File: config.mk
export PLATFORM = sky130hd
export DESIGN_NAME = disk_request_scheduler_top
export DESIGN_NICKNAME = d
export VERILOG_FILES = /design/src/dsr_pkg.sv /design/src/dsr_cell.sv /design/src/disk_request_scheduler_top.sv
export SDC_FILE = /design/constraint.sdc
export NUM_CORES = 1
export LEC_CHECK = 0
export BUFFER_PORTS_ARGS = -buffer_cell sky130_fd_sc_hd__buf_2
export CORE_ASPECT_RATIO = 1.2
export CORE_MARGIN = 4
export CORE_UTILIZATION = 60
export DETAILED_ROUTE_END_ITERATION = 16
export PLACE_DENSITY = 0.78
export SYNTH_ARGS = -nofsm -noshare
export SYNTH_HDL_FRONTEND = slang
export SYNTH_SLANG_ARGS = --single-unit
File: constraint.sdc
create_clock -name clk -period 18.4 [get_ports clk]
set_input_delay 1.84 -clock clk [delete_from_list [all_inputs] [get_ports clk]]
set_output_delay 1.84 -clock clk [all_outputs]
set_load 0.02 [all_outputs]
File: src/dsr_pkg.sv
// ----------------------------------------------------------------------------
// Disk request scheduler package
// Shared constants, codes and types for the scheduler cells and top level.
// ----------------------------------------------------------------------------
package dsr_pkg;

    localparam int MAX_REQUESTS_DEF = 16;
    localparam int TRACK_BITS_DEF   = 16;

    localparam int FIELD_TRACK_W = 16;
    localparam int SEEK_W        = 16;
    localparam int TOTAL_W       = 20;
    localparam int COUNT_OUT_W   = 5;
    localparam int CFG_DATA_W    = 16;
    localparam int CFG_INDEX_W   = 1;

    localparam logic [SEEK_W-1:0]  SEEK_MAX  = '1;
    localparam logic [TOTAL_W-1:0] TOTAL_MAX = '1;

    // Register indexes
    localparam logic [CFG_INDEX_W-1:0] REG_MODE        = 1'd0;
    localparam logic [CFG_INDEX_W-1:0] REG_START_TRACK = 1'd1;

    // Scheduling modes
    localparam logic [1:0] MODE_FCFS  = 2'd0;
    localparam logic [1:0] MODE_SSTF  = 2'd1;
    localparam logic [1:0] MODE_SCAN  = 2'd2;
    localparam logic [1:0] MODE_CSCAN = 2'd3;

    // Request kinds
    localparam logic KIND_LOAD = 1'b0;
    localparam logic KIND_RUN  = 1'b1;

    typedef enum logic [1:0] {
        ST_IDLE,
        ST_SEARCH,
        ST_EMIT
    } state_t;

    typedef struct packed {
        logic shift;
        logic clear;
    } cell_ctl_t;

endpackage

File: src/dsr_cell.sv
// ----------------------------------------------------------------------------
// Scheduler cell
// Holds one stored track and its served flag; rotates with its neighbor.
// ----------------------------------------------------------------------------
module dsr_cell #(
    parameter int TRACK_BITS = dsr_pkg::TRACK_BITS_DEF
) (
    input  logic                  clk,
    input  logic                  rst_n,
    input  dsr_pkg::cell_ctl_t    ctl,
    input  logic                  load,
    input  logic [TRACK_BITS-1:0] load_track,
    input  logic [TRACK_BITS-1:0] in_track,
    input  logic                  in_served,
    output logic [TRACK_BITS-1:0] track,
    output logic                  served
);

    logic [TRACK_BITS-1:0] track_reg;
    logic [TRACK_BITS-1:0] track_next;
    logic                  served_reg;
    logic                  served_next;

    always_comb
    begin
        track_next  = track_reg;
        served_next = served_reg;
        if (load)
        begin
            track_next  = load_track;
            served_next = 1'b0;
        end
        else if (ctl.clear)
        begin
            served_next = 1'b0;
        end
        else if (ctl.shift)
        begin
            track_next  = in_track;
            served_next = in_served;
        end
    end

    always_ff @(posedge clk)
    begin
        track_reg <= track_next;
    end

    always_ff @(posedge clk or negedge rst_n)
    begin
        if (!rst_n)
        begin
            served_reg <= 1'b0;
        end
        else
        begin
            served_reg <= served_next;
        end
    end

    assign track  = track_reg;
    assign served = served_reg;

endmodule

File: src/disk_request_scheduler_top.sv
// ----------------------------------------------------------------------------
// Disk request scheduler, top level
// A load request is taken only while idle. A run with n stored requests
// gives n results: each result needs one full rotation of the cell ring
// past the head comparator. Results are strobed for one cycle; the
// receiver cannot stall. Reset clears the state, count, flags and config;
// stored tracks and result values are undefined until written.
// ----------------------------------------------------------------------------
module disk_request_scheduler_top #(
    parameter int MAX_REQUESTS = dsr_pkg::MAX_REQUESTS_DEF,
    parameter int TRACK_BITS   = dsr_pkg::TRACK_BITS_DEF
) (
    input  logic                                clk,
    input  logic                                rst_n,
    input  logic                                start,
    output logic                                busy,
    input  logic                                kind,
    input  logic [dsr_pkg::FIELD_TRACK_W-1:0]   track,
    input  logic                                cfg_we,
    input  logic [dsr_pkg::CFG_INDEX_W-1:0]     cfg_index,
    input  logic [dsr_pkg::CFG_DATA_W-1:0]      cfg_data,
    output logic                                strobe,
    output logic [dsr_pkg::FIELD_TRACK_W-1:0]   served_track,
    output logic [dsr_pkg::SEEK_W-1:0]          seek_distance,
    output logic [dsr_pkg::TOTAL_W-1:0]         total_distance,
    output logic [dsr_pkg::COUNT_OUT_W-1:0]     request_count,
    output logic                                overflowed,
    output logic                                last
);

    localparam int CNT_W  = $clog2(MAX_REQUESTS + 1);
    localparam int STEP_W = $clog2(MAX_REQUESTS);
    localparam int SUM_W  = 33;

    localparam logic [STEP_W-1:0] STEP_LAST = STEP_W'(MAX_REQUESTS - 1);
    localparam logic [CNT_W-1:0]  CNT_FULL  = CNT_W'(MAX_REQUESTS);

    // Cell ring
    logic [TRACK_BITS-1:0] cell_trk [MAX_REQUESTS];
    logic                  cell_srv [MAX_REQUESTS];
    logic [MAX_REQUESTS-1:0] load_sel;
    dsr_pkg::cell_ctl_t    ctl;
    logic                  mark_hit;
    logic [TRACK_BITS-1:0] load_trk;

    // Control and datapath registers
    dsr_pkg::state_t       state_reg, state_next;
    logic [STEP_W-1:0]     step_reg, step_next;
    logic [CNT_W-1:0]      count_reg, count_next;
    logic [CNT_W-1:0]      k_reg, k_next;
    logic                  drop_reg, drop_next;
    logic [1:0]            mode_reg, mode_next;
    logic [dsr_pkg::CFG_DATA_W-1:0] start_reg, start_next;
    logic [TRACK_BITS-1:0] head_reg, head_next;
    logic [dsr_pkg::TOTAL_W-1:0] sum_reg, sum_next;
    logic                  mark_pend_reg, mark_pend_next;
    logic [STEP_W-1:0]     mark_idx_reg, mark_idx_next;

    logic                  best_f_reg, best_f_next;
    logic [TRACK_BITS-1:0] best_trk_reg, best_trk_next;
    logic [TRACK_BITS-1:0] best_d_reg, best_d_next;
    logic [STEP_W-1:0]     best_idx_reg, best_idx_next;
    logic                  up_f_reg, up_f_next;
    logic [TRACK_BITS-1:0] up_trk_reg, up_trk_next;
    logic [STEP_W-1:0]     up_idx_reg, up_idx_next;
    logic                  oth_f_reg, oth_f_next;
    logic [TRACK_BITS-1:0] oth_trk_reg, oth_trk_next;
    logic [STEP_W-1:0]     oth_idx_reg, oth_idx_next;

    // Result registers
    logic                  strobe_reg, strobe_next;
    logic [dsr_pkg::FIELD_TRACK_W-1:0] out_trk_reg, out_trk_next;
    logic [dsr_pkg::SEEK_W-1:0]  out_seek_reg, out_seek_next;
    logic [dsr_pkg::TOTAL_W-1:0] out_sum_reg, out_sum_next;
    logic [dsr_pkg::COUNT_OUT_W-1:0] out_cnt_reg, out_cnt_next;
    logic                  out_ovf_reg, out_ovf_next;
    logic                  out_last_reg, out_last_next;

    // Head-of-ring compare terms
    logic [TRACK_BITS-1:0] h_trk;
    logic                  eligible;
    logic [TRACK_BITS-1:0] h_dist;
    logic [TRACK_BITS-1:0] start_trk;

    // Emit terms
    logic [TRACK_BITS-1:0] sel_trk;
    logic [STEP_W-1:0]     sel_idx;
    logic [TRACK_BITS-1:0] sel_dist;
    logic [SUM_W-1:0]      sum_wide;

    logic accept_load;
    logic accept_run;

    assign accept_load = start && !busy && (kind == dsr_pkg::KIND_LOAD);
    assign accept_run  = start && !busy && (kind == dsr_pkg::KIND_RUN);
    assign load_trk    = TRACK_BITS'(track);
    assign start_trk   = TRACK_BITS'(start_reg);

    assign h_trk    = cell_trk[0];
    assign mark_hit = mark_pend_reg && (step_reg == mark_idx_reg);
    assign eligible = (CNT_W'(step_reg) < count_reg) && !cell_srv[0] && !mark_hit;
    assign h_dist   = (h_trk >= head_reg) ? (h_trk - head_reg) : (head_reg - h_trk);

    assign ctl.shift = (state_reg == dsr_pkg::ST_SEARCH);
    assign ctl.clear = accept_run;

    genvar gi;
    generate
        for (gi = 0; gi < MAX_REQUESTS; gi++)
        begin : g_cell
            localparam int NXT = (gi + 1) % MAX_REQUESTS;

            assign load_sel[gi] = accept_load && (count_reg == CNT_W'(gi));

            dsr_cell #(
                .TRACK_BITS (TRACK_BITS)
            ) u_cell (
                .clk        (clk),
                .rst_n      (rst_n),
                .ctl        (ctl),
                .load       (load_sel[gi]),
                .load_track (load_trk),
                .in_track   (cell_trk[NXT]),
                .in_served  ((gi == MAX_REQUESTS - 1) ? (cell_srv[NXT] | mark_hit)
                                                      : cell_srv[NXT]),
                .track      (cell_trk[gi]),
                .served     (cell_srv[gi])
            );
        end
    endgenerate

    // Pick the winner of the finished pass
    always_comb
    begin
        sel_trk = best_trk_reg;
        sel_idx = best_idx_reg;
        if ((mode_reg == dsr_pkg::MODE_SCAN) || (mode_reg == dsr_pkg::MODE_CSCAN))
        begin
            if (up_f_reg)
            begin
                sel_trk = up_trk_reg;
                sel_idx = up_idx_reg;
            end
            else
            begin
                sel_trk = oth_trk_reg;
                sel_idx = oth_idx_reg;
            end
        end
    end

    assign sel_dist = (sel_trk >= head_reg) ? (sel_trk - head_reg) : (head_reg - sel_trk);
    assign sum_wide = SUM_W'(sum_reg) + SUM_W'(sel_dist);

    // Next state
    always_comb
    begin
        state_next = state_reg;
        unique case (state_reg)
            dsr_pkg::ST_IDLE:
            begin
                if (accept_run && (count_reg != '0))
                begin
                    state_next = dsr_pkg::ST_SEARCH;
                end
            end
            dsr_pkg::ST_SEARCH:
            begin
                if (step_reg == STEP_LAST)
                begin
                    state_next = dsr_pkg::ST_EMIT;
                end
            end
            dsr_pkg::ST_EMIT:
            begin
                if ((k_reg + CNT_W'(1)) == count_reg)
                begin
                    state_next = dsr_pkg::ST_IDLE;
                end
                else
                begin
                    state_next = dsr_pkg::ST_SEARCH;
                end
            end
            default:
            begin
                state_next = dsr_pkg::ST_IDLE;
            end
        endcase
    end

    // Datapath and outputs
    always_comb
    begin
        step_next      = step_reg;
        count_next     = count_reg;
        k_next         = k_reg;
        drop_next      = drop_reg;
        mode_next      = mode_reg;
        start_next     = start_reg;
        head_next      = head_reg;
        sum_next       = sum_reg;
        mark_pend_next = mark_pend_reg;
        mark_idx_next  = mark_idx_reg;
        best_f_next    = best_f_reg;
        best_trk_next  = best_trk_reg;
        best_d_next    = best_d_reg;
        best_idx_next  = best_idx_reg;
        up_f_next      = up_f_reg;
        up_trk_next    = up_trk_reg;
        up_idx_next    = up_idx_reg;
        oth_f_next     = oth_f_reg;
        oth_trk_next   = oth_trk_reg;
        oth_idx_next   = oth_idx_reg;
        strobe_next    = 1'b0;
        out_trk_next   = out_trk_reg;
        out_seek_next  = out_seek_reg;
        out_sum_next   = out_sum_reg;
        out_cnt_next   = out_cnt_reg;
        out_ovf_next   = out_ovf_reg;
        out_last_next  = out_last_reg;

        if (cfg_we)
        begin
            unique case (cfg_index)
                dsr_pkg::REG_MODE:        mode_next  = cfg_data[1:0];
                dsr_pkg::REG_START_TRACK: start_next = cfg_data;
                default:                  mode_next  = mode_reg;
            endcase
        end

        unique case (state_reg)
            dsr_pkg::ST_IDLE:
            begin
                if (accept_load)
                begin
                    if (count_reg < CNT_FULL)
                    begin
                        count_next = count_reg + CNT_W'(1);
                    end
                    else
                    begin
                        drop_next = 1'b1;
                    end
                end
                else if (accept_run)
                begin
                    if (count_reg == '0)
                    begin
                        drop_next = 1'b0;
                    end
                    head_next      = start_trk;
                    sum_next       = '0;
                    k_next         = '0;
                    step_next      = '0;
                    mark_pend_next = 1'b0;
                    best_f_next    = 1'b0;
                    up_f_next      = 1'b0;
                    oth_f_next     = 1'b0;
                end
            end
            dsr_pkg::ST_SEARCH:
            begin
                step_next = (step_reg == STEP_LAST) ? '0 : step_reg + STEP_W'(1);
                if (mode_reg == dsr_pkg::MODE_FCFS)
                begin
                    if (CNT_W'(step_reg) == k_reg)
                    begin
                        best_f_next   = 1'b1;
                        best_trk_next = h_trk;
                        best_idx_next = step_reg;
                    end
                end
                else if (mode_reg == dsr_pkg::MODE_SSTF)
                begin
                    // later entry wins a tie
                    if (eligible && (!best_f_reg || (h_dist <= best_d_reg)))
                    begin
                        best_f_next   = 1'b1;
                        best_trk_next = h_trk;
                        best_d_next   = h_dist;
                        best_idx_next = step_reg;
                    end
                end
                else
                begin
                    if (eligible && (h_trk > start_trk) && (!up_f_reg || (h_trk < up_trk_reg)))
                    begin
                        up_f_next   = 1'b1;
                        up_trk_next = h_trk;
                        up_idx_next = step_reg;
                    end
                    if (eligible && (!oth_f_reg ||
                        ((mode_reg == dsr_pkg::MODE_SCAN) ? (h_trk > oth_trk_reg)
                                                          : (h_trk < oth_trk_reg))))
                    begin
                        oth_f_next   = 1'b1;
                        oth_trk_next = h_trk;
                        oth_idx_next = step_reg;
                    end
                end
                // previous pick got its served flag on this pass
                if (step_reg == STEP_LAST)
                begin
                    mark_pend_next = 1'b0;
                end
            end
            dsr_pkg::ST_EMIT:
            begin
                strobe_next   = 1'b1;
                out_trk_next  = dsr_pkg::FIELD_TRACK_W'(sel_trk);
                out_seek_next = (32'(sel_dist) > 32'(dsr_pkg::SEEK_MAX)) ?
                                dsr_pkg::SEEK_MAX : dsr_pkg::SEEK_W'(sel_dist);
                sum_next      = (sum_wide > SUM_W'(dsr_pkg::TOTAL_MAX)) ?
                                dsr_pkg::TOTAL_MAX : dsr_pkg::TOTAL_W'(sum_wide);
                out_sum_next  = sum_next;
                out_cnt_next  = dsr_pkg::COUNT_OUT_W'(count_reg);
                out_ovf_next  = drop_reg;
                out_last_next = ((k_reg + CNT_W'(1)) == count_reg);
                head_next     = sel_trk;
                k_next        = k_reg + CNT_W'(1);
                mark_pend_next = 1'b1;
                mark_idx_next  = sel_idx;
                best_f_next    = 1'b0;
                up_f_next      = 1'b0;
                oth_f_next     = 1'b0;
                step_next      = '0;
                if ((k_reg + CNT_W'(1)) == count_reg)
                begin
                    // run done: empty the store
                    count_next     = '0;
                    drop_next      = 1'b0;
                    mark_pend_next = 1'b0;
                end
            end
            default:
            begin
                step_next = '0;
            end
        endcase
    end

    always_ff @(posedge clk or negedge rst_n)
    begin
        if (!rst_n)
        begin
            state_reg     <= dsr_pkg::ST_IDLE;
            step_reg      <= '0;
            count_reg     <= '0;
            k_reg         <= '0;
            drop_reg      <= 1'b0;
            mode_reg      <= dsr_pkg::MODE_FCFS;
            start_reg     <= '0;
            head_reg      <= '0;
            sum_reg       <= '0;
            mark_pend_reg <= 1'b0;
            mark_idx_reg  <= '0;
            best_f_reg    <= 1'b0;
            up_f_reg      <= 1'b0;
            oth_f_reg     <= 1'b0;
            strobe_reg    <= 1'b0;
        end
        else
        begin
            state_reg     <= state_next;
            step_reg      <= step_next;
            count_reg     <= count_next;
            k_reg         <= k_next;
            drop_reg      <= drop_next;
            mode_reg      <= mode_next;
            start_reg     <= start_next;
            head_reg      <= head_next;
            sum_reg       <= sum_next;
            mark_pend_reg <= mark_pend_next;
            mark_idx_reg  <= mark_idx_next;
            best_f_reg    <= best_f_next;
            up_f_reg      <= up_f_next;
            oth_f_reg     <= oth_f_next;
            strobe_reg    <= strobe_next;
        end
    end

    always_ff @(posedge clk)
    begin
        best_trk_reg <= best_trk_next;
        best_d_reg   <= best_d_next;
        best_idx_reg <= best_idx_next;
        up_trk_reg   <= up_trk_next;
        up_idx_reg   <= up_idx_next;
        oth_trk_reg  <= oth_trk_next;
        oth_idx_reg  <= oth_idx_next;
        out_trk_reg  <= out_trk_next;
        out_seek_reg <= out_seek_next;
        out_sum_reg  <= out_sum_next;
        out_cnt_reg  <= out_cnt_next;
        out_ovf_reg  <= out_ovf_next;
        out_last_reg <= out_last_next;
    end

    assign busy           = (state_reg != dsr_pkg::ST_IDLE);
    assign strobe         = strobe_reg;
    assign served_track   = out_trk_reg;
    assign seek_distance  = out_seek_reg;
    assign total_distance = out_sum_reg;
    assign request_count  = out_cnt_reg;
    assign overflowed     = out_ovf_reg;
    assign last           = out_last_reg;

endmodule
==> results.sh <==
export IMPL_status="complete, no violations"
export IMPL_tightest_slew_ps=1090
export IMPL_power_switching_w=0.000479
export IMPL_first_pass_iters=7
export IMPL_ys_seq_area_frac=0.564
export IMPL_synthFlopType="edfxtp_1"
export IMPL_power_frac_comb=0.024
export IMPL_dp_slack_ps=11680
export IMPL_routed_via_density=6.17
export IMPL_dpl_cell_count=2531
export IMPL_p_leak_nw=10.3
export IMPL_grt_usage=0.275
export IMPL_slew_viol_final=0
export IMPL_final_common_cell="edfxtp_1"
export IMPL_async_flop_share=0.197
export IMPL_cp_cell_sequence="buf_4 -> o211ai_1 -> o21ai_0 -> inv_1 -> ha_1 -> nand2_1 -> nor2_1 -> o21ai_0 -> o21a_4 -> nor2_8 -> mux2_1 -> a21oi_1 -> o21ai_1 -> xor2_1 -> ha_1 -> nand3_1 -> a21oi_1 -> o21ai_1 -> a21oi_1 -> nor2_1 -> o31ai_2 -> nand2b_1 -> and2_1 -> a311oi_1"
export IMPL_reg2reg_setup_slack_ps=11650
export IMPL_setup_viol=0
export IMPL_nNetsFinal=2238
export IMPL_h_tree_depth=2
export IMPL_initial_core_util=0.611
export IMPL_finalCriticalPeriod_ps=6750
export IMPL_finalHoldViolations=0
export IMPL_row_count=81
export IMPL_antenna_found_initial=0
export IMPL_endpoint_kind="flip-flop"
export IMPL_postCtsHoldBufs=0
export IMPL_ir_drop_uv=80.1
export IMPL_p_per_area_nw_per_um2=81.6
export IMPL_netlist_area_um2=25100
export IMPL_fmax_mhz=148
export IMPL_cp_max_fo=32
export IMPL_area_growth_pct=10.4
export IMPL_timing_slew_headroom=0.276
export IMPL_routed_wl_um=62400
export IMPL_clock_latency_ps=610
export IMPL_stdcell_area_um2=27700
export IMPL_num_vias=16161
export IMPL_gr_total_overflow=0
export IMPL_drv_cap=0
export IMPL_cts_resized=0
export IMPL_cts_buffers=48
export IMPL_required_ps=18890
export IMPL_synth_distinct_cells=71
export IMPL_timing_worst_setup_path_type="reg -> reg"
export IMPL_cts_root_buffer="clkbuf_16"
export IMPL_cp_top_family="compound AO/OA/AOI/OAI gates"
export IMPL_cp_slowest_cell="dfrtp_1"
export IMPL_p_sw_frac=0.212
export IMPL_holdCritPathClass="reg -> reg"
export IMPL_grt_max_degree=79
export IMPL_port_buffers=98
export IMPL_route_detailed_drc=0
export IMPL_layout_drive_gt1_share=0.236
export IMPL_largest_register_ffs=256
export IMPL_wl_per_cell_um=23.8
export IMPL_synth_seq_cells=487
export IMPL_num_io_pins=99
export IMPL_routabilityCongestion=0.923
export IMPL_grt_setup_unrepaired="no"
export IMPL_final_cell_mix="391 x edfxtp_1, 274 x mux2_2, 153 x ha_1"
export IMPL_yosys_warnings=0
export IMPL_final_setup_worst_slack_ps=11650
export IMPL_final_cells=2621
export IMPL_synthesis_nets=2154
export IMPL_cts_sinks=487
export IMPL_start_kind="flip-flop"
export IMPL_p_clk_frac=0.449
export IMPL_finClkSkew_ps=20.9
export IMPL_drt_iter0_markers=1185
export IMPL_min_period_over_period=0.367
export IMPL_syn_inst=1958
export IMPL_place_area_um2=26100
export IMPL_coreArea_um2=41000
export IMPL_diodes=0
export IMPL_antenna_left=0
export IMPL_avgSynthCellArea_um2=12.8
export IMPL_die_y_um=232
export IMPL_cpPeakStageDelay_ps=500
export IMPL_synth_edff_count=391
export IMPL_p_seq_frac=0.528
export IMPL_clockBufferDepth=3
export IMPL_dieArea_um2=45100
export IMPL_die_width_um=195
export IMPL_path_buf_inv=2
export IMPL_intPower_w=0.00178
export IMPL_finalSetupTns_ps=0
export IMPL_cts_tree="yes"
export IMPL_dp_hpwl_um=43200
export IMPL_path_clk_slew_ps=60
export IMPL_post_cts_setup_buffers=0
export IMPL_grt_pass1_vias=16523
export IMPL_arrival_ps=7250
export IMPL_crit_top_cell="a21oi_1"
export IMPL_grt_first_pass_wirelength_um=97000
[worst reg2reg max path, stage by stage (launching register included)]
cell and delay (ps):
dfrtp_1 500, buf_4 390, o211ai_1 130, o21ai_0 250
inv_1 130, ha_1 480, nand2_1 210, nor2_1 270
o21ai_0 170, o21a_4 260, nor2_8 390, mux2_1 370
a21oi_1 120, o21ai_1 90, xor2_1 470, ha_1 250
nand3_1 120, a21oi_1 180, o21ai_1 130, a21oi_1 210
nor2_1 110, o31ai_2 430, nand2b_1 450, and2_1 300
a311oi_1 250
[power by group through the flow]
stage           logic, W  registers, W  clock network, W
2_1_floorplan  0.0000288       0.00121                 0
3_3_place_gp   0.0000505       0.00121                 0
3_5_place_dp   0.0000529       0.00121                 0
4_1_cts        0.0000534       0.00119           0.00103
5_1_grt        0.0000586       0.00119           0.00107
6_report       0.0000534       0.00119           0.00101
[area by class of cell]
| type | count | area [µm²] |
|---|---|---|
| Clock buffer | 58 | 1260 |
| Clock inverter | 32 | 345 |
| Fill cell | 2937 | 13400 |
| Inverter | 137 | 517 |
| Multi-Input combinational cell | 1245 | 10100 |
| Sequential cell | 487 | 14100 |
| Tap cell | 539 | 674 |
| Timing Repair Buffer | 123 | 681 |
[per-layer routing]
metal	global-route usage	up-vias	routed length [µm]	share of wire
li1	-	7420	-	-
met4	0.0936	0	2170	0.035
met5	0	-	0	0
met3	0.0374	133	2890	0.046
met2	0.504	521	33100	0.53
met1	0.335	8087	24300	0.39
[cell usage after synthesis, types with 14 or more instances]
cell,n,area (µm²)
a21boi_0,14,105
a21o_1,56,420
a21oi_1,91,455
a22oi_1,15,113
buf_2,18,90.1
clkbuf_1,65,244
dfrtp_1,96,2400
edfxtp_1,391,11700
ha_1,153,1910
inv_1,136,510
mux2_2,274,3090
mux2i_1,24,240
nand2_1,135,507
nand2b_1,15,93.8
nand3_1,54,270
nand4_1,19,119
nor2_1,52,195
nor2b_1,17,106
o211ai_1,19,143
o21ai_0,94,470
o2bb2ai_1,15,131
xnor2_1,29,254
xor2_1,26,228
[kinds of logic after synthesis]
| family | after synthesis | synth area share |
|---|---|---|
| simple gates | 334 | 0.0629 |
| compound gates | 392 | 0.101 |
| xor+xnor | 55 | 0.0192 |
| buf+inv | 226 | 0.0355 |
| fa+ha+maj | 158 | 0.0804 |
| mux | 306 | 0.136 |
| flops | 487 | 0.564 |
[through the flow]
| step | power (W) | hold WS (ps) | utilization |
|---|---|---|---|
| final | 0.00226 | 507 | 0.674 |
| after global routing | 0.00232 | 532 | 0.674 |
| after CTS | 0.00227 | 509 | 0.674 |
| after detailed placement | 0.00127 | 495 | 0.635 |
| after global placement | 0.00126 | 487 | 0.635 |
| after floorplan | 0.00124 | 423 | - |
[final timing paths]
path / endpoint / start / depth (start not counted)
setup / recovery: sum_reg[17] / up_f_reg / 24
hold / removal: overflowed / drop_reg / 0
setup reg to reg: sum_reg[17] / up_f_reg / 24
hold reg to reg: overflowed / drop_reg / 0
max in group asynchronous: up_f_reg / rst_n / 2
min in group asynchronous: head_reg[7] / rst_n / 1
Note: power is estimated with default switching activity, not from simulation.
